## src/sv/lmt_pkg.sv

```systemverilog
// ----------------------------------------------------------------------------
// lmt_pkg
// Shared types, constants and character helpers for the tokenizer.
// ----------------------------------------------------------------------------
`default_nettype none

package lmt_pkg;

   localparam longint unsigned MAX_LENGTH = 65535;
   localparam logic [15:0] POS_LIMIT =
      (MAX_LENGTH < 65535) ? 16'(MAX_LENGTH) : 16'hFFFF;

   // matcher state code for a class that can no longer match
   localparam logic [3:0] DEAD    = 4'hF;
   localparam logic [3:0] NO_KIND = 4'hF;

   // class indexes, in priority order
   localparam logic [3:0] C_WS = 4'd0;
   localparam logic [3:0] C_CM = 4'd1;
   localparam logic [3:0] C_KW = 4'd2;
   localparam logic [3:0] C_US = 4'd3;
   localparam logic [3:0] C_SY = 4'd4;
   localparam logic [3:0] C_FL = 4'd5;
   localparam logic [3:0] C_IN = 4'd6;
   localparam logic [3:0] C_BO = 4'd7;
   localparam logic [3:0] C_ST = 4'd8;
   localparam logic [3:0] C_ID = 4'd9;

   localparam logic [3:0] KIND_END = 4'd8;

   // keyword and bool words, byte 0 in the low bits
   localparam logic [4:0][63:0] KW_TEXT = {
      64'h0000_0000_0064_6F6D,   // mod
      64'h0000_0000_6573_6C65,   // else
      64'h0000_0000_0000_6669,   // if
      64'h0000_0000_0000_6E66,   // fn
      64'h0000_0000_0074_656C    // let
   };
   localparam logic [4:0][2:0] KW_LEN = {3'd3, 3'd4, 3'd2, 3'd2, 3'd3};
   localparam logic [1:0][63:0] BO_TEXT = {
      64'h0000_0065_736C_6166,   // false
      64'h0000_0000_6575_7274    // true
   };
   localparam logic [1:0][2:0] BO_LEN = {3'd5, 3'd4};

   typedef struct packed {
      logic [7:0] char_byte;
      logic       last_byte;
   } req_type;

   typedef struct packed {
      logic [3:0]  token_kind;
      logic [15:0] token_start;
      logic [15:0] token_end;
      logic        last_result;
   } rsp_type;

   typedef struct packed {
      logic load;        // new byte from the input channel
      logic step;        // feed the queue head to the matchers
      logic fin_close;   // close pending token at end of text
      logic set_stop;
      logic emit_end;    // end transaction, then clear everything
   } cmd_type;

   typedef struct packed {
      logic stopped;
      logic at_limit;
      logic q_empty;
      logic dead_best;   // head byte kills every matcher and a best exists
      logic best_none;
      logic len_zero;
      logic out_free;
   } status_type;

   function automatic logic is_digit(input logic [7:0] c);
      return (c >= 8'h30) && (c <= 8'h39);
   endfunction

   function automatic logic is_alpha(input logic [7:0] c);
      return ((c >= 8'h61) && (c <= 8'h7A)) || ((c >= 8'h41) && (c <= 8'h5A));
   endfunction

   function automatic logic is_space(input logic [7:0] c);
      return (c == 8'h20) || ((c >= 8'h09) && (c <= 8'h0D));
   endfunction

   function automatic logic is_single(input logic [7:0] c);
      return (c == 8'h28) || (c == 8'h29) || (c == 8'h7B) || (c == 8'h7D) ||
             (c == 8'h2C) || (c == 8'h2E) || (c == 8'h26) || (c == 8'h3B);
   endfunction

endpackage

`default_nettype wire

```

## src/sv/lmt_datapath.sv

```systemverilog
// ----------------------------------------------------------------------------
// lmt_datapath
// Class matchers, best-match tracking, replay queue and result register.
// ----------------------------------------------------------------------------
`default_nettype none

module lmt_datapath import lmt_pkg::*; (
   input  wire logic       clock,
   input  wire logic       reset,
   input  wire cmd_type    cmd,
   input  wire req_type    req_data,
   output status_type      status,
   output logic            rsp_valid,
   input  wire logic       rsp_stall,
   output rsp_type         rsp_data
);

   logic [3:0]  ws_ff, cm_ff, us_ff, sy_ff, fl_ff, in_ff, st_ff, id_ff;
   logic [3:0]  ws_in, cm_in, us_in, sy_in, fl_in, in_in, st_in, id_in;
   logic [4:0]  kw_ff, kw_in;
   logic [1:0]  bo_ff, bo_in;
   logic [15:0] len_ff, len_in;
   logic [15:0] tb_ff, tb_in, off_ff, off_in, be_ff, be_in;
   logic [3:0]  best_ff, best_in;
   logic [1:0]  rc_ff, rc_in;
   logic        stop_ff, stop_in;
   logic [2:0]  qn_ff, qn_in;
   logic [7:0]  q_ff [4];
   logic [7:0]  q_in [4];
   logic [7:0]  r_ff [3];
   logic [7:0]  r_in [3];
   logic        rv_ff, rv_in;
   rsp_type     rd_ff, rd_in;

   // matcher outputs for the queue head
   logic [3:0]  f_ws, f_cm, f_us, f_sy, f_fl, f_in, f_st, f_id;
   logic [4:0]  f_kw;
   logic [1:0]  f_bo;
   logic [9:0]  acc;
   logic        alive;
   logic [3:0]  cls;
   logic [7:0]  c;
   logic [15:0] len_n;
   logic        out_free;
   logic        emit;
   rsp_type     emit_data;

   assign c     = q_ff[0];
   assign len_n = len_ff + 16'd1;

   always_comb begin
      acc  = '0;
      f_ws = ws_ff;
      if (ws_ff != DEAD) begin
         if (is_space(c)) begin
            f_ws = 4'd1;
            acc[C_WS] = 1'b1;
         end else begin
            f_ws = DEAD;
         end
      end

      f_cm = cm_ff;
      case (cm_ff)
         4'd0: f_cm = (c == 8'h2F) ? 4'd1 : DEAD;
         4'd1: begin
            if (c == 8'h2F) begin
               f_cm = 4'd2;
               acc[C_CM] = 1'b1;
            end else begin
               f_cm = DEAD;
            end
         end
         4'd2: begin
            if (c != 8'h0A) acc[C_CM] = 1'b1;
            else f_cm = DEAD;
         end
         default: f_cm = cm_ff;
      endcase

      f_kw = '0;
      for (int i = 0; i < 5; i++) begin
         if (kw_ff[i] && (len_ff < {13'd0, KW_LEN[i]}) &&
             (KW_TEXT[i][8*len_ff[2:0] +: 8] == c)) begin
            f_kw[i] = 1'b1;
            if (len_n == {13'd0, KW_LEN[i]}) acc[C_KW] = 1'b1;
         end
      end

      if ((us_ff == 4'd0) && (c == 8'h5F)) begin
         f_us = 4'd1;
         acc[C_US] = 1'b1;
      end else begin
         f_us = DEAD;
      end

      f_sy = DEAD;
      case (sy_ff) inside
         4'd0: begin
            if (is_single(c)) begin
               f_sy = 4'd1;
               acc[C_SY] = 1'b1;
            end else if (c == 8'h3A) begin
               f_sy = 4'd2;
               acc[C_SY] = 1'b1;
            end else if (c == 8'h3D) begin
               f_sy = 4'd3;
               acc[C_SY] = 1'b1;
            end else if (c == 8'h2D) begin
               f_sy = 4'd4;
            end
         end
         4'd2: begin
            if (c == 8'h3A) begin
               f_sy = 4'd1;
               acc[C_SY] = 1'b1;
            end
         end
         4'd3, 4'd4: begin
            if (c == 8'h3E) begin
               f_sy = 4'd1;
               acc[C_SY] = 1'b1;
            end
         end
         default: f_sy = DEAD;
      endcase

      f_fl = DEAD;
      case (fl_ff)
         4'd0: f_fl = (c == 8'h2D) ? 4'd1 : (is_digit(c) ? 4'd2 : DEAD);
         4'd1: f_fl = is_digit(c) ? 4'd2 : DEAD;
         4'd2: f_fl = is_digit(c) ? 4'd2 : ((c == 8'h2E) ? 4'd3 : DEAD);
         4'd3: begin
            if (is_digit(c)) begin
               f_fl = 4'd4;
               acc[C_FL] = 1'b1;
            end
         end
         4'd4: begin
            if (is_digit(c)) begin
               f_fl = 4'd4;
               acc[C_FL] = 1'b1;
            end else if (c == 8'h66) begin
               f_fl = 4'd5;
               acc[C_FL] = 1'b1;
            end
         end
         default: f_fl = DEAD;
      endcase

      f_in = DEAD;
      case (in_ff)
         4'd0: begin
            if (c == 8'h2D) begin
               f_in = 4'd1;
            end else if (is_digit(c)) begin
               f_in = 4'd2;
               acc[C_IN] = 1'b1;
            end
         end
         4'd1: begin
            if (is_digit(c)) begin
               f_in = 4'd2;
               acc[C_IN] = 1'b1;
            end
         end
         4'd2: begin
            if (is_digit(c)) begin
               f_in = 4'd2;
               acc[C_IN] = 1'b1;
            end else if ((c == 8'h69) || (c == 8'h75)) begin
               f_in = 4'd3;
            end
         end
         4'd3: begin
            if (c == 8'h38) begin
               f_in = 4'd8;
               acc[C_IN] = 1'b1;
            end else if (c == 8'h31) begin
               f_in = 4'd5;
            end else if (c == 8'h33) begin
               f_in = 4'd6;
            end else if (c == 8'h36) begin
               f_in = 4'd7;
            end
         end
         4'd5: begin
            if (c == 8'h36) begin
               f_in = 4'd8;
               acc[C_IN] = 1'b1;
            end
         end
         4'd6: begin
            if (c == 8'h32) begin
               f_in = 4'd8;
               acc[C_IN] = 1'b1;
            end
         end
         4'd7: begin
            if (c == 8'h34) begin
               f_in = 4'd8;
               acc[C_IN] = 1'b1;
            end
         end
         default: f_in = DEAD;
      endcase

      f_bo = '0;
      for (int i = 0; i < 2; i++) begin
         if (bo_ff[i] && (len_ff < {13'd0, BO_LEN[i]}) &&
             (BO_TEXT[i][8*len_ff[2:0] +: 8] == c)) begin
            f_bo[i] = 1'b1;
            if (len_n == {13'd0, BO_LEN[i]}) acc[C_BO] = 1'b1;
         end
      end

      f_st = DEAD;
      case (st_ff)
         4'd0: f_st = (c == 8'h22) ? 4'd1 : ((c == 8'h27) ? 4'd2 : DEAD);
         4'd1: begin
            f_st = 4'd1;
            if (c == 8'h22) begin
               f_st = 4'd3;
               acc[C_ST] = 1'b1;
            end
         end
         4'd2: begin
            f_st = 4'd2;
            if (c == 8'h27) begin
               f_st = 4'd3;
               acc[C_ST] = 1'b1;
            end
         end
         default: f_st = DEAD;
      endcase

      f_id = id_ff;
      case (id_ff)
         4'd0: begin
            if (is_alpha(c) || (c == 8'h5F)) begin
               f_id = 4'd1;
               acc[C_ID] = 1'b1;
            end else begin
               f_id = DEAD;
            end
         end
         4'd1: begin
            if (is_alpha(c) || is_digit(c) || (c == 8'h5F)) acc[C_ID] = 1'b1;
            else f_id = DEAD;
         end
         default: f_id = id_ff;
      endcase

      alive = (f_ws != DEAD) || (f_cm != DEAD) || (f_kw != '0) || (f_us != DEAD) ||
              (f_sy != DEAD) || (f_fl != DEAD) || (f_in != DEAD) || (f_bo != '0) ||
              (f_st != DEAD) || (f_id != DEAD);

      cls = NO_KIND;
      for (int i = 9; i >= 0; i--) begin
         if (acc[i]) cls = 4'(i);
      end
   end

   assign out_free = !rv_ff || !rsp_stall;

   always_comb begin
      ws_in = ws_ff;  cm_in = cm_ff;  kw_in = kw_ff;  us_in = us_ff;
      sy_in = sy_ff;  fl_in = fl_ff;  in_in = in_ff;  bo_in = bo_ff;
      st_in = st_ff;  id_in = id_ff;  len_in = len_ff;
      tb_in = tb_ff;  off_in = off_ff;  be_in = be_ff;  best_in = best_ff;
      rc_in = rc_ff;  stop_in = stop_ff;  qn_in = qn_ff;
      q_in = q_ff;
      r_in = r_ff;
      emit = 1'b0;
      emit_data.token_kind  = best_ff - C_KW;
      emit_data.token_start = tb_ff;
      emit_data.token_end   = be_ff;
      emit_data.last_result = 1'b0;

      if (cmd.load) begin
         qn_in = 3'd0;
         if (!stop_ff && (off_ff < POS_LIMIT)) begin
            q_in[0] = req_data.char_byte;
            qn_in   = 3'd1;
            off_in  = off_ff + 16'd1;
         end
      end

      if (cmd.step) begin
         if (alive) begin
            ws_in = f_ws;  cm_in = f_cm;  kw_in = f_kw;  us_in = f_us;
            sy_in = f_sy;  fl_in = f_fl;  in_in = f_in;  bo_in = f_bo;
            st_in = f_st;  id_in = f_id;  len_in = len_n;
            for (int j = 0; j < 3; j++) q_in[j] = q_ff[j+1];
            qn_in = qn_ff - 3'd1;
            if (cls != NO_KIND) begin
               best_in = cls;
               be_in   = tb_ff + len_n;
               rc_in   = 2'd0;
            end else if ((best_ff != NO_KIND) && (rc_ff != 2'd3)) begin
               r_in[rc_ff] = c;
               rc_in = rc_ff + 2'd1;
            end
         end else if (best_ff == NO_KIND) begin
            stop_in = 1'b1;
         end else begin
            emit = (best_ff >= C_KW);
            // replay bytes go ahead of the failing byte and what follows it
            case (rc_ff)
               2'd0: q_in = q_ff;
               2'd1: begin
                  q_in[0] = r_ff[0];
                  for (int j = 1; j < 4; j++) q_in[j] = q_ff[j-1];
               end
               2'd2: begin
                  q_in[0] = r_ff[0];  q_in[1] = r_ff[1];
                  q_in[2] = q_ff[0];  q_in[3] = q_ff[1];
               end
               default: begin
                  q_in[0] = r_ff[0];  q_in[1] = r_ff[1];
                  q_in[2] = r_ff[2];  q_in[3] = q_ff[0];
               end
            endcase
            qn_in = {1'b0, rc_ff} + qn_ff;
         end
      end

      if (cmd.fin_close) begin
         emit = (best_ff >= C_KW);
         for (int j = 0; j < 3; j++) q_in[j] = r_ff[j];
         qn_in = {1'b0, rc_ff};
      end

      // close the pending token at its best match
      if ((cmd.step && !alive && (best_ff != NO_KIND)) || cmd.fin_close) begin
         tb_in   = be_ff;
         ws_in = 4'd0;  cm_in = 4'd0;  kw_in = 5'h1F;  us_in = 4'd0;
         sy_in = 4'd0;  fl_in = 4'd0;  in_in = 4'd0;   bo_in = 2'h3;
         st_in = 4'd0;  id_in = 4'd0;  len_in = '0;
         best_in = NO_KIND;
         rc_in   = 2'd0;
      end

      if (cmd.set_stop) stop_in = 1'b1;

      if (cmd.emit_end) begin
         emit = 1'b1;
         emit_data.token_kind  = KIND_END;
         emit_data.token_start = tb_ff;
         emit_data.token_end   = tb_ff;
         emit_data.last_result = 1'b1;
         ws_in = 4'd0;  cm_in = 4'd0;  kw_in = 5'h1F;  us_in = 4'd0;
         sy_in = 4'd0;  fl_in = 4'd0;  in_in = 4'd0;   bo_in = 2'h3;
         st_in = 4'd0;  id_in = 4'd0;  len_in = '0;
         tb_in = '0;  off_in = '0;  be_in = '0;  best_in = NO_KIND;
         rc_in = 2'd0;  stop_in = 1'b0;  qn_in = 3'd0;
      end

      rd_in = rd_ff;
      rv_in = rv_ff;
      if (emit) begin
         rv_in = 1'b1;
         rd_in = emit_data;
      end else if (!rsp_stall) begin
         rv_in = 1'b0;
      end
   end

   always_ff @(posedge clock) begin
      if (reset) begin
         ws_ff <= 4'd0;  cm_ff <= 4'd0;  kw_ff <= 5'h1F;  us_ff <= 4'd0;
         sy_ff <= 4'd0;  fl_ff <= 4'd0;  in_ff <= 4'd0;   bo_ff <= 2'h3;
         st_ff <= 4'd0;  id_ff <= 4'd0;  len_ff <= '0;
         tb_ff <= '0;  off_ff <= '0;  be_ff <= '0;  best_ff <= NO_KIND;
         rc_ff <= 2'd0;  stop_ff <= 1'b0;  qn_ff <= 3'd0;  rv_ff <= 1'b0;
      end else begin
         ws_ff <= ws_in;  cm_ff <= cm_in;  kw_ff <= kw_in;  us_ff <= us_in;
         sy_ff <= sy_in;  fl_ff <= fl_in;  in_ff <= in_in;  bo_ff <= bo_in;
         st_ff <= st_in;  id_ff <= id_in;  len_ff <= len_in;
         tb_ff <= tb_in;  off_ff <= off_in;  be_ff <= be_in;  best_ff <= best_in;
         rc_ff <= rc_in;  stop_ff <= stop_in;  qn_ff <= qn_in;  rv_ff <= rv_in;
      end
   end

   always_ff @(posedge clock) begin
      q_ff  <= q_in;
      r_ff  <= r_in;
      rd_ff <= rd_in;
   end

   assign status.stopped   = stop_ff;
   assign status.at_limit  = (off_ff >= POS_LIMIT);
   assign status.q_empty   = (qn_ff == 3'd0);
   assign status.dead_best = !alive && (best_ff != NO_KIND);
   assign status.best_none = (best_ff == NO_KIND);
   assign status.len_zero  = (len_ff == 16'd0);
   assign status.out_free  = out_free;

   assign rsp_valid = rv_ff;
   assign rsp_data  = rd_ff;

endmodule

`default_nettype wire

```

## src/sv/lmt_ctrl.sv

```systemverilog
// ----------------------------------------------------------------------------
// lmt_ctrl
// Sequencer: byte intake, queue walk, end-of-text closing, end transaction.
// ----------------------------------------------------------------------------
`default_nettype none

module lmt_ctrl import lmt_pkg::*; (
   input  wire logic       clock,
   input  wire logic       reset,
   input  wire logic       req_valid,
   output logic            req_stall,
   input  wire logic       req_last,
   input  wire status_type status,
   output cmd_type         cmd
);

   typedef enum logic [3:0] {
      ST_IDLE = 4'b0001,
      ST_PROC = 4'b0010,
      ST_FIN  = 4'b0100,
      ST_END  = 4'b1000
   } state_type;

   state_type state_ff, state_in;
   logic      last_ff, last_in;
   logic      fin_ff, fin_in;       // queue walk belongs to end-of-text closing
   logic      limit_ff, limit_in;   // closing caused by the length limit

   assign req_stall = (state_ff != ST_IDLE);

   always_comb begin
      state_in = state_ff;
      last_in  = last_ff;
      fin_in   = fin_ff;
      limit_in = limit_ff;
      cmd      = '0;
      unique case (state_ff)
         ST_IDLE: begin
            if (req_valid) begin
               cmd.load = 1'b1;
               last_in  = req_last;
               fin_in   = 1'b0;
               limit_in = 1'b0;
               if (!status.stopped && status.at_limit) begin
                  limit_in = 1'b1;
                  fin_in   = 1'b1;
                  state_in = ST_FIN;
               end else begin
                  state_in = ST_PROC;
               end
            end
         end
         ST_PROC: begin
            if (status.stopped || status.q_empty) begin
               if (fin_ff || last_ff) begin
                  fin_in   = 1'b1;
                  state_in = ST_FIN;
               end else begin
                  state_in = ST_IDLE;
               end
            end else if (!status.dead_best || status.out_free) begin
               cmd.step = 1'b1;
            end
         end
         ST_FIN: begin
            if (status.stopped || status.len_zero) begin
               if (limit_ff) begin
                  cmd.set_stop = 1'b1;
                  state_in = last_ff ? ST_END : ST_IDLE;
               end else begin
                  state_in = ST_END;
               end
            end else if (status.best_none) begin
               cmd.set_stop = 1'b1;
            end else if (status.out_free) begin
               cmd.fin_close = 1'b1;
               state_in = ST_PROC;
            end
         end
         ST_END: begin
            if (status.out_free) begin
               cmd.emit_end = 1'b1;
               state_in = ST_IDLE;
            end
         end
         default: state_in = ST_IDLE;
      endcase
   end

   always_ff @(posedge clock) begin
      if (reset) begin
         state_ff <= ST_IDLE;
         last_ff  <= 1'b0;
         fin_ff   <= 1'b0;
         limit_ff <= 1'b0;
      end else begin
         state_ff <= state_in;
         last_ff  <= last_in;
         fin_ff   <= fin_in;
         limit_ff <= limit_in;
      end
   end

endmodule

`default_nettype wire

```

## src/sv/longest_match_tokenizer.sv

```systemverilog
// ----------------------------------------------------------------------------
// longest_match_tokenizer
// Byte-stream tokenizer, longest match over ten token classes.
// ----------------------------------------------------------------------------
// Each byte transaction is accepted, every queued byte is fed to the class
// matchers and the queue is then seen empty. When every matcher fails, the
// token is closed at its best match in the same cycle and up to three bytes
// read past it are replayed, ahead of the failing byte, from a four-entry
// queue, one matcher step per cycle while no closing step waits on a held
// result register. The final byte adds a closing walk over the replayed bytes
// (a closing step, one matcher step per byte and a check for an empty queue,
// per pending token), then a check that nothing is pending and the end
// transaction. A token transaction or the end transaction waits while the
// result register is held by a stall. Whitespace and comments produce no
// transaction; an unmatched byte stops the scan until the last byte.
// ----------------------------------------------------------------------------
`default_nettype none

module longest_match_tokenizer import lmt_pkg::*; (
   input  wire logic    clock,
   input  wire logic    reset,
   // byte transactions
   input  wire logic    req_valid,
   output logic         req_stall,
   input  wire req_type req_data,
   // token transactions
   output logic         rsp_valid,
   input  wire logic    rsp_stall,
   output rsp_type      rsp_data
);

   cmd_type    cmd;
   status_type status;

   // sequencer: owns the input handshake
   lmt_ctrl u_ctrl (
      .clock     (clock),
      .reset     (reset),
      .req_valid (req_valid),
      .req_stall (req_stall),
      .req_last  (req_data.last_byte),
      .status    (status),
      .cmd       (cmd)
   );

   // matchers, replay queue and result register
   lmt_datapath u_datapath (
      .clock     (clock),
      .reset     (reset),
      .cmd       (cmd),
      .req_data  (req_data),
      .status    (status),
      .rsp_valid (rsp_valid),
      .rsp_stall (rsp_stall),
      .rsp_data  (rsp_data)
   );

endmodule

`default_nettype wire

```

## config.mk

```make
export PLATFORM = sky130hd
export DESIGN_NAME = longest_match_tokenizer
export DESIGN_NICKNAME = d
export VERILOG_FILES = /design/src/sv/lmt_pkg.sv /design/src/sv/lmt_datapath.sv /design/src/sv/lmt_ctrl.sv /design/src/sv/longest_match_tokenizer.sv
export SDC_FILE = /design/constraint.sdc
export NUM_CORES = 1
export LEC_CHECK = 0
export CORE_MARGIN = 2
export CORE_UTILIZATION = 50
export DETAILED_ROUTE_END_ITERATION = 6
export DONT_BUFFER_PORTS = 1
export PLACE_DENSITY = 0.69
export SYNTH_ARGS = -nofsm -noshare
export SYNTH_HDL_FRONTEND = slang
export SYNTH_SLANG_ARGS = --single-unit
```

## constraint.sdc

```tcl
create_clock -name clock -period 12.9 [get_ports clock]
set_clock_uncertainty 0.05 [all_clocks]
set_input_delay 2.58 -clock clock [delete_from_list [all_inputs] [get_ports clock]]
set_output_delay 2.58 -clock clock [all_outputs]
set_load 0.02 [all_outputs]
```

# Word-level counts from Yosys, hierarchy flattened
# Cells that the tools add are included.
# op_classes
addsub	7
order_cmp	17
n_eq_ne	87
n_shift	7
muxes	163
n_bitwise	5
n_reduce_logical	92
# op_table
operator	count
64-bit by 7-bit indexed part select with 8-bit output, first input constant	7
4-bit two-way mux	48
8-bit by 6-bit == test with 1-bit output, second input constant	20
32-bit one-hot mux with 3 select lines	1
1-bit two-way mux	75
32-bit two-way mux	2
8-bit == test	7
8-bit by 7-bit == test with 1-bit output, second input constant	6
24-bit two-way mux	2
4-bit != test, second input constant	11
4-bit by 2-bit == test with 1-bit output, second input constant	9
3-bit two-way mux	11
16-bit by 1-bit adder with 16-bit output, second input constant	2
16-bit by 2-bit == test with 1-bit output, second input constant	2
16-bit by 3-bit == test with 1-bit output, second input constant	2
16-bit by 2-bit < comparator with 1-bit output, second input constant	2
16-bit by 3-bit < comparator with 1-bit output, second input constant	2
8-bit two-way mux	4
4-bit logical NOT	7
1-bit logical OR	28
4-bit one-hot mux with 7 select lines	1
1-bit logical AND	26
24-bit bitwise mux	1
4-bit by 1-bit == test with 1-bit output, second input constant	6
50 further kinds	96
# word_totals
reg_bits	214
input_bits	13
output_inout_bits	39
wordCells	413

# Longest topological paths before layout
# Gate-level depths: netlist of the first run.
# logic_depth
word_depth	28
ltp_mapped	17
mapped_depth_nobuf	14

# By module
# From an unflattened synthesis of the first run, not the netlist that was laid out.
# hier_totals
cells_unflattened	1288
area_unflattened_um2	12017.8
# by_module_without_submodules
module	instances	cells_each	area_each_um2	seq_area_each_um2
lmt_datapath	1	1232	11547.3	5014.8
lmt_ctrl	1	56	470.5	140.1

# Worst setup path before layout of the first run
# No wires, ideal clock.
# synth_timing
kind	input-to-reg
start	input rsp_stall
end	register u_datapath.rd_ff (netlist bit u_datapath.rsp_data[0]), enable pin
setup_time_ns	0.395
arrival_ns	4.157
t_required_ns	12.455
slack_ns	8.299
path_stages	5
path_buffers	0
path_cell_list	a21oi_1 > nand2_1 > o21ai_2 > o31ai_1 > nand2_1
# synth_via
elab_chain_cells	9
elab_cells_between_ends	14
cone_classes	mux: 11; reduce/logical: 3
# synth_lines
element	line	rtl
start, declared	longest_match_tokenizer.sv:28	input wire logic rsp_stall,
1-bit logical NOT *	lmt_datapath.sv:264	assign out_free = !rv_ff || !rsp_stall;
1-bit logical OR *	lmt_datapath.sv:264	
1-bit logical OR	lmt_ctrl.sv:61	end else if (!status.dead_best || status.out_free) begin
1-bit two-way mux	lmt_ctrl.sv:61	
1-bit two-way mux	lmt_ctrl.sv:54	if (status.stopped || status.q_empty) begin
1-bit two-way mux	lmt_ctrl.sv:37	unique case (state_ff)
1-bit two-way mux	lmt_datapath.sv:289	if (cmd.step) begin
1-bit two-way mux	lmt_datapath.sv:328	if (cmd.fin_close) begin
1-bit two-way mux *	lmt_datapath.sv:346	if (cmd.emit_end) begin
net u_datapath.emit	lmt_datapath.sv:45	logic emit;
end signal, assigned	lmt_datapath.sv:388	rd_ff <= rd_in;
end, declared	lmt_datapath.sv:33	rsp_type rd_ff, rd_in;
# The timed path passes the listed nets; every way through them passes the cells marked *.
# A chain may end at the register's enable or synchronous reset.

# Worst setup path after layout of the first run
# layout_timing
start	register u_datapath.q_ff (netlist bit u_datapath.c[6])
end	register u_datapath.r_ff[2] (netlist bit), enable pin
# layout_via
elab_chain_cells	25
elab_cells_between_ends	197
cone_classes	order compare: 8; eq/ne: 43; mux: 104; bitwise: 1; reduce/logical: 41
# layout_lines
element	line	rtl
start, declared	lmt_datapath.sv:28	logic [7:0] q_ff [4];
start signal, assigned	lmt_datapath.sv:386	q_ff <= q_in;
branches (longest 24 deep; another with 8-bit by 7-bit >= comparator with 1-bit output)	n/a	
4-bit AND reduction (no line) *	n/a	
end signal, assigned	lmt_datapath.sv:387	r_ff <= r_in;
end, declared	lmt_datapath.sv:30	logic [7:0] r_ff [3];
# Every way passes the cells marked *.

==> flow_summary.ini, run 1 <==
[outcome]
outcome = completed

[yosys]
synth_compound_area_share_pct = 16.41
yosysWarnings = 0
synthesis.area_mm2 = 0.01191
ys_ff_latch = 211
synthCells = 1328
yosysTopAreaCellShare_pct = 23.46
syn_nets = 1377
synth-edff-count = 93
yosysSeqAreaShare_pct = 43.30
yosys.area.top_type = edfxtp_1
async_reset_ff_share_pct = 0
synth-simple-area-share_pct = 22.94
synth.avg_cell_area_um2 = 8.965
synth_area_leaders = edfxtp_1, dfxtp_1, nor2_1
yosysUniqueCellTypes = 90
synth_adder_area_share_pct = 3.910
synth_ff_type = dfxtp_1
synth_xor_area_share_pct = 5.003
synth_mux_area_share_pct = 3.878
synth_top_family_by_area = simple AND/OR/NAND/NOR gates

[finish]
area_growth_pct = 7.967
antennaDiodeCount = 0
layout_commonest_cell = nor2_1
instances_no_fill = 1619
final_cell_mix = nor2_1, nand2_1, dfxtp_1
final_nets = 1331
final_core_util_pct = 54.92
drive_above_1_share_pct = 6.923
nFillCells = 2117

[routing]
avgViaCountPerCell = 6.024
wire_per_inst_um = 18.06
drc_errors = 0
first_iter_violations = 912
dr.pass1.iters = 5
wl_mm = 29.24
num_vias = 9753
ant_nets = 0

[critical_path]
crit_buf_inv = 1
max_stage_delay_ns = 0.77
crit_path_end_kind = flop
cp_slowest_cell = a21oi_4
timing.rr.start = u_datapath.c[6]
regToRegSetupSlack_ns = 7.68
ff2ff_path_depth = 10
r2r_end = u_datapath.r_ff[2]
critPathArrivalTime_ns = 5.33
worstSetupStartpointType = flop
critPathTopFamily = simple AND/OR/NAND/NOR gates
crit_fanout = 33
critPathKind = flop to flop
cp.required_ns = 13.01
critical_path.cell_chain = or4b_1 -> or4_4 -> and4_4 -> o21ai_2 -> o31ai_1 -> and4b_1 -> a21oi_4 -> buf_4 -> and3_1 -> and2_1

[timing]
final_critical_path_setup_slack_ns = 7.681
post-route-period-util_pct = 40.46
fmax_mhz = 191.6
finalHoldViolCount = 0
slew_violations = 0
relSlewSlack_pct = 28.43
setup_viol = 0
fin_crit_ns = 5.219
rsz0062_at_grt = no
tns_ns = 0
tightest_slew_ns = 1.074

[place]
dpl_worst_slack_ns = 7.355
port_buffers = 0
dp_hpwl_mm = 19.54
place_inst = 1575
gp_congestion = 0.8870

[power]
p_leak_nw = 4.591
power_mw = 2.096
power.density_mw_per_mm2 = 163.1
vdd_drop_max_uv = 103.2

[floorplanning]
initial_core_util_pct = 50.87
die_w_um = 158.3
rows = 56
dieArea_mm2 = 0.02506
core_area_mm2 = 0.02340
ios = 52
die_h_um = 158.3

[clock_network]
cts.clk_slew.worst_paths_ns = 0.06
clkLatencyLatePin_ns = 0.53
htreeDepth = 1
clock_path_buffers = 3
cts_root_buf = clkbuf_16
clock-sinks = 211
cts_resized = 0
numCtsBuffers = 24
holdBufCountCts = 0
cts_tree = yes
cts_setup_buffers = 0

[min_path]
hp-class = flop to flop
worst_hold_path.endpoint = u_datapath.ws_ff[3]
holdPathStages = 1
min_from = u_datapath.ws_ff[3]

[job]
drv_cap = 0

[global_route]
antenna_found_initial = 0
grt_use_total_pct = 23.16
grt_max_degree = 52
grt-ovfl-total = 0
grt_pass1_vias = 9000
grt_first_pass_wirelength_mm = 46.60
-- per-layer routing --
metal  global-route usage (%)  share of wire, %  vias up
li1                         -                 -     4733
met1                    31.44                44     4584
met2                    36.85                44      365
met3                    4.981               8.3       71
met4                    7.679               2.7        0
met5                        0                 0        -
-- how the worst max path moves through the flow --
stage | startpoint | end | slack [ns] | depth (start not counted)
final | u_datapath.c[6] | u_datapath.r_ff[2] | 7.68 | 10
after global routing | u_datapath.c[5] | u_datapath.r_ff[3] | 7.36 | 10
after CTS | u_datapath.c[6] | u_datapath.r_ff[2] | 7.73 | 10
after detailed placement | rsp_stall | u_datapath.ws_ff[2] | 7.35 | 8
after global placement | rsp_stall | u_datapath.rc_ff[0] | 7.42 | 8
after floorplan | rsp_stall | u_datapath.rsp_data[0] | 8.30 | 5
-- cell type report --
type,count,area [um^2],area share [%]
repair buffers,17,127.6,0.9929
well taps,319,399.1,3.105
clock inverters,16,217.7,1.694
inverters,31,116.4,0.9053
multi-input cells,997,6222,48.41
clock buffers,28,615.6,4.789
flip-flops and latches,211,5155,40.11
-- synthesized netlist by cell type (8+ instances only) --
library cell and count:
clkbuf_1 43, nand3_1 21, nand3b_1 8, nor2b_1 13
o31ai_1 11, a2111oi_0 8, nor4_1 10, nand4_1 23
buf_2 26, dfxtp_1 118, a31oi_1 21, nand2b_1 14
nor2_1 166, or2_2 9, and3_1 10, edfxtp_1 93
inv_1 30, o21a_1 9, xor2_1 37, or3_1 14
a211oi_1 9, nor4b_1 9, mux2i_1 45, xnor2_1 31
a21oi_1 99, buf_1 9, nand4b_1 8, and2_1 12
o21ai_0 49, ha_1 34, nor3_1 46, nand2_1 148
a22oi_1 25
-- worst reg2reg max path, cell delays in order, from the launching register on --
cell and delay (ns):
edfxtp_1 0.68, or4b_1 0.74, or4_4 0.54, and4_4 0.20, o21ai_2 0.15, o31ai_1 0.13, and4b_1 0.34, a21oi_4 0.77
buf_4 0.46, and3_1 0.31, and2_1 0.50
-- logic make-up after synthesis --
kind of cell    count (synthesis)
fa+ha+maj                      36
simple gates                  545
mux                            46
buf+inv                       120
compound gates                302
flops                         211
xor+xnor                       68
-- registers in the layout (all words and copies together), names as in the netlist, 2 cells and up --
register / flops
u_datapath.id_ff: 4
u_datapath.qn_ff: 3
u_datapath.bo_ff: 2
u_datapath.off_ff: 16
u_datapath.c: 8
u_ctrl.state_ff: 4
u_datapath.rc_ff: 2
u_datapath.in_ff: 4
u_datapath.ws_ff: 4
u_datapath.len_ff: 16
u_datapath.rsp_data: 37
u_datapath.us_ff: 2
u_datapath.cm_ff: 4
u_datapath.tb_ff: 16
u_datapath.st_ff: 3
u_datapath.sy_ff: 4
u_datapath.kw_ff: 5
u_datapath.r_ff: 24
u_datapath.be_ff: 16
u_datapath.q_ff: 24
u_datapath.best_ff: 4
u_datapath.fl_ff: 4
-- metrics by stage --
step                      cell area [um^2]  hold slack [ns]
final                                12850           0.4072
after global routing                 12850           0.4373
after CTS                            12850           0.4093
after detailed placement             12020           0.3954
after global placement               12020           0.3894
after floorplan                      11910           0.3795
-- power breakdown --
part	internal [mW]	total [mW]	switching, mW
sequential	0.735	0.780	0.0449
clock	0.442	0.719	0.277
combinational	0.190	0.597	0.407
total	1.37	2.10	0.729
No activity file was read; power rests on OpenSTA's default activity.
==> run 2: changes to the inputs <==
--- a/config.mk
+++ b/config.mk
@@ -9,7 +9,7 @@
 export CORE_UTILIZATION = 50
 export DETAILED_ROUTE_END_ITERATION = 6
 export DONT_BUFFER_PORTS = 1
-export PLACE_DENSITY = 0.69
+export PLACE_DENSITY = 0.72
 export SYNTH_ARGS = -nofsm -noshare
 export SYNTH_HDL_FRONTEND = slang
 export SYNTH_SLANG_ARGS = --single-unit
==> constraint.sdc (replaced) <==
create_clock -name clock -period 4.4 [get_ports clock]
set_clock_uncertainty 0.05 [all_clocks]
set_input_delay 0.88 -clock clock [delete_from_list [all_inputs] [get_ports clock]]
set_output_delay 0.88 -clock clock [all_outputs]
set_load 0.02 [all_outputs]
==> run 2 against run 1 <==
Effect of this change: hold slack got worse by 0.053 ns; worst setup slack got worse by 7.4 ns; design area rose by 2.9%; via count rose by 1.4%; critical path depth did not move; die area did not move; highest routed layer unchanged; global-route usage rose by 0.81 points; sequential power rose to 2.9 times the previous value; clock-buffer cell count rose by 4.
==> flow_summary.ini, run 2 (synthesis gave the netlist of run 1 again) <==
[outcome]
outcome = completed

[power]
swShare_pct = 34.45
pwr-share-clk_pct = 33.5
comb_power_share_pct = 31.0
intPower_mw = 4.191
seqPwrFrac_pct = 35.5
vdd_drop_max_uv = 305.4
power.density_mw_per_mm2 = 483.3
p_switching_mw = 2.202
p_leak_nw = 4.822
power_mw = 6.393

[floorplanning]
core_area_mm2 = 0.02340
die_h_um = 158.3
rows = 56
dieArea_mm2 = 0.02506
initial_core_util_pct = 50.87
ios = 52
die_w_um = 158.3

[finish]
final_nets = 1368
largest_reg_flops = 37
final_cell_mix = nor2_1, nand2_1, dfxtp_1
antennaDiodeCount = 0
regArea_mm2 = 0.005155
area_growth_pct = 11.12
instances_no_fill = 1656
nFillCells = 2088
drive_above_1_share_pct = 9.873
layout_commonest_cell = nor2_1
multi_input_area_mm2 = 0.006217

[min_path]
hp-class = input port to flop

[place]
port_buffers = 0
gp_congestion = 0.9527
dpl_worst_slack_ns = 0.3971
dp_hpwl_mm = 21.18
place_inst = 1612

[critical_path]
crit_path_end_kind = flop
regToRegSetupSlack_ns = 0.28
crit_fanout = 19
critical_path.cell_chain = buf_4 -> or3_1 -> o32ai_1 -> nand4_1 -> a2111oi_1 -> and4bb_1 -> and2_1 -> nand2b_4 -> or4_4 -> o211ai_2
cp.required_ns = 4.80
critPathArrivalTime_ns = 4.52
max_stage_delay_ns = 0.67
worstSetupStartpointType = flop
cp_slowest_cell = edfxtp_1
critPathKind = flop to flop

[timing]
slew_violations = 0
finalHoldViolCount = 0
post-route-period-util_pct = 93.61
setup_viol = 0
fmax_mhz = 242.8
final_critical_path_setup_slack_ns = 0.2813
fin_crit_ns = 4.119
fin_hold_ws_ns = 0.3542
tightest_slew_ns = 0.7916
rsz0062_at_grt = no
relSlewSlack_pct = 47.03
tns_ns = 0

[clock_network]
cts_resized = 0
cts_setup_buffers = 0
cts_tree = yes
clock-sinks = 211
clock_path_buffers = 3
numCtsBuffers = 24
cts_root_buf = clkbuf_16
htreeDepth = 1
holdBufCountCts = 0
clkLatencyLatePin_ns = 0.54
cts.clk_slew.worst_paths_ns = 0.06

[global_route]
grt_use_total_pct = 23.97
grt-ovfl-total = 0
grt_first_pass_wirelength_mm = 48.44
grt_max_degree = 51
grt_pass1_vias = 9188
antenna_found_initial = 0

[routing]
ant_nets = 0
first_iter_violations = 904
avgViaCountPerCell = 5.972
wire_per_inst_um = 18.12
dr.pass1.iters = 5
num_vias = 9889
wl_mm = 30.01
drc_errors = 0

[job]
drv_cap = 0
## run 2: cell count changes in the layout (fill, tap and decap cells not counted), sizes merged
cell    delta
buf       +37
clkinv     -2
bufinv     -2
clkbuf     +4
## run 2: metal layers
metal / vias to the layer above / GRT usage (%) / share of wire [%]
met5: - / 0 / 0
li1: 4787 / - / -
met3: 49 / 3.674 / 6.1
met4: 0 / 5.877 / 1.9
met2: 334 / 39.11 / 46
met1: 4719 / 33.45 / 46
## run 2: critical path, delay by kind of cell, from the launching register on
kind	cells	cell delay [ns]
flip-flops	1	0.67
AND/OR/NAND/NOR	6	1.90
buffers and inverters	1	0.32
AO/OA/AOI/OAI	3	1.07
## run 2: power groups by stage
| stage | Clock, mW | Sequential, mW | Combinational [mW] |
|---|---|---|---|
| after floorplan | 0 | 2.27 | 1.42 |
| after global placement | 0 | 2.30 | 1.92 |
| after detailed placement | 0 | 2.31 | 1.94 |
| after CTS | 2.17 | 2.27 | 1.95 |
| after global routing | 2.26 | 2.28 | 2.16 |
| final | 2.14 | 2.27 | 1.98 |
## run 2: worst paths after layout
check | cells after the start | startpoint | to
setup / recovery | 10 | u_datapath.c[2] | u_datapath.best_ff[1]
hold / removal | 1 | reset | u_ctrl.last_ff
setup reg to reg | 10 | u_datapath.c[2] | u_datapath.best_ff[1]
hold reg to reg | 2 | u_datapath.ws_ff[0] | u_datapath.ws_ff[0]
## run 2: cell type report
type | count | area share [%]
Tap cell | 319 | 3.017
Inverter | 31 | 0.8796
Multi-Input combinational cell | 997 | 47.00
Clock buffer | 32 | 5.297
Timing Repair Buffer | 54 | 3.537
Clock inverter | 12 | 1.305
Sequential cell | 211 | 38.97
## run 2: stage by stage
stage / instance area, um^2 / util (%)
4_1_cts: 13230 / 56.53
5_1_grt: 13230 / 56.53
2_1_floorplan: 11910 / -
3_5_place_dp: 12360 / 52.80
3_3_place_gp: 12360 / 52.80
6_report: 13230 / 56.53
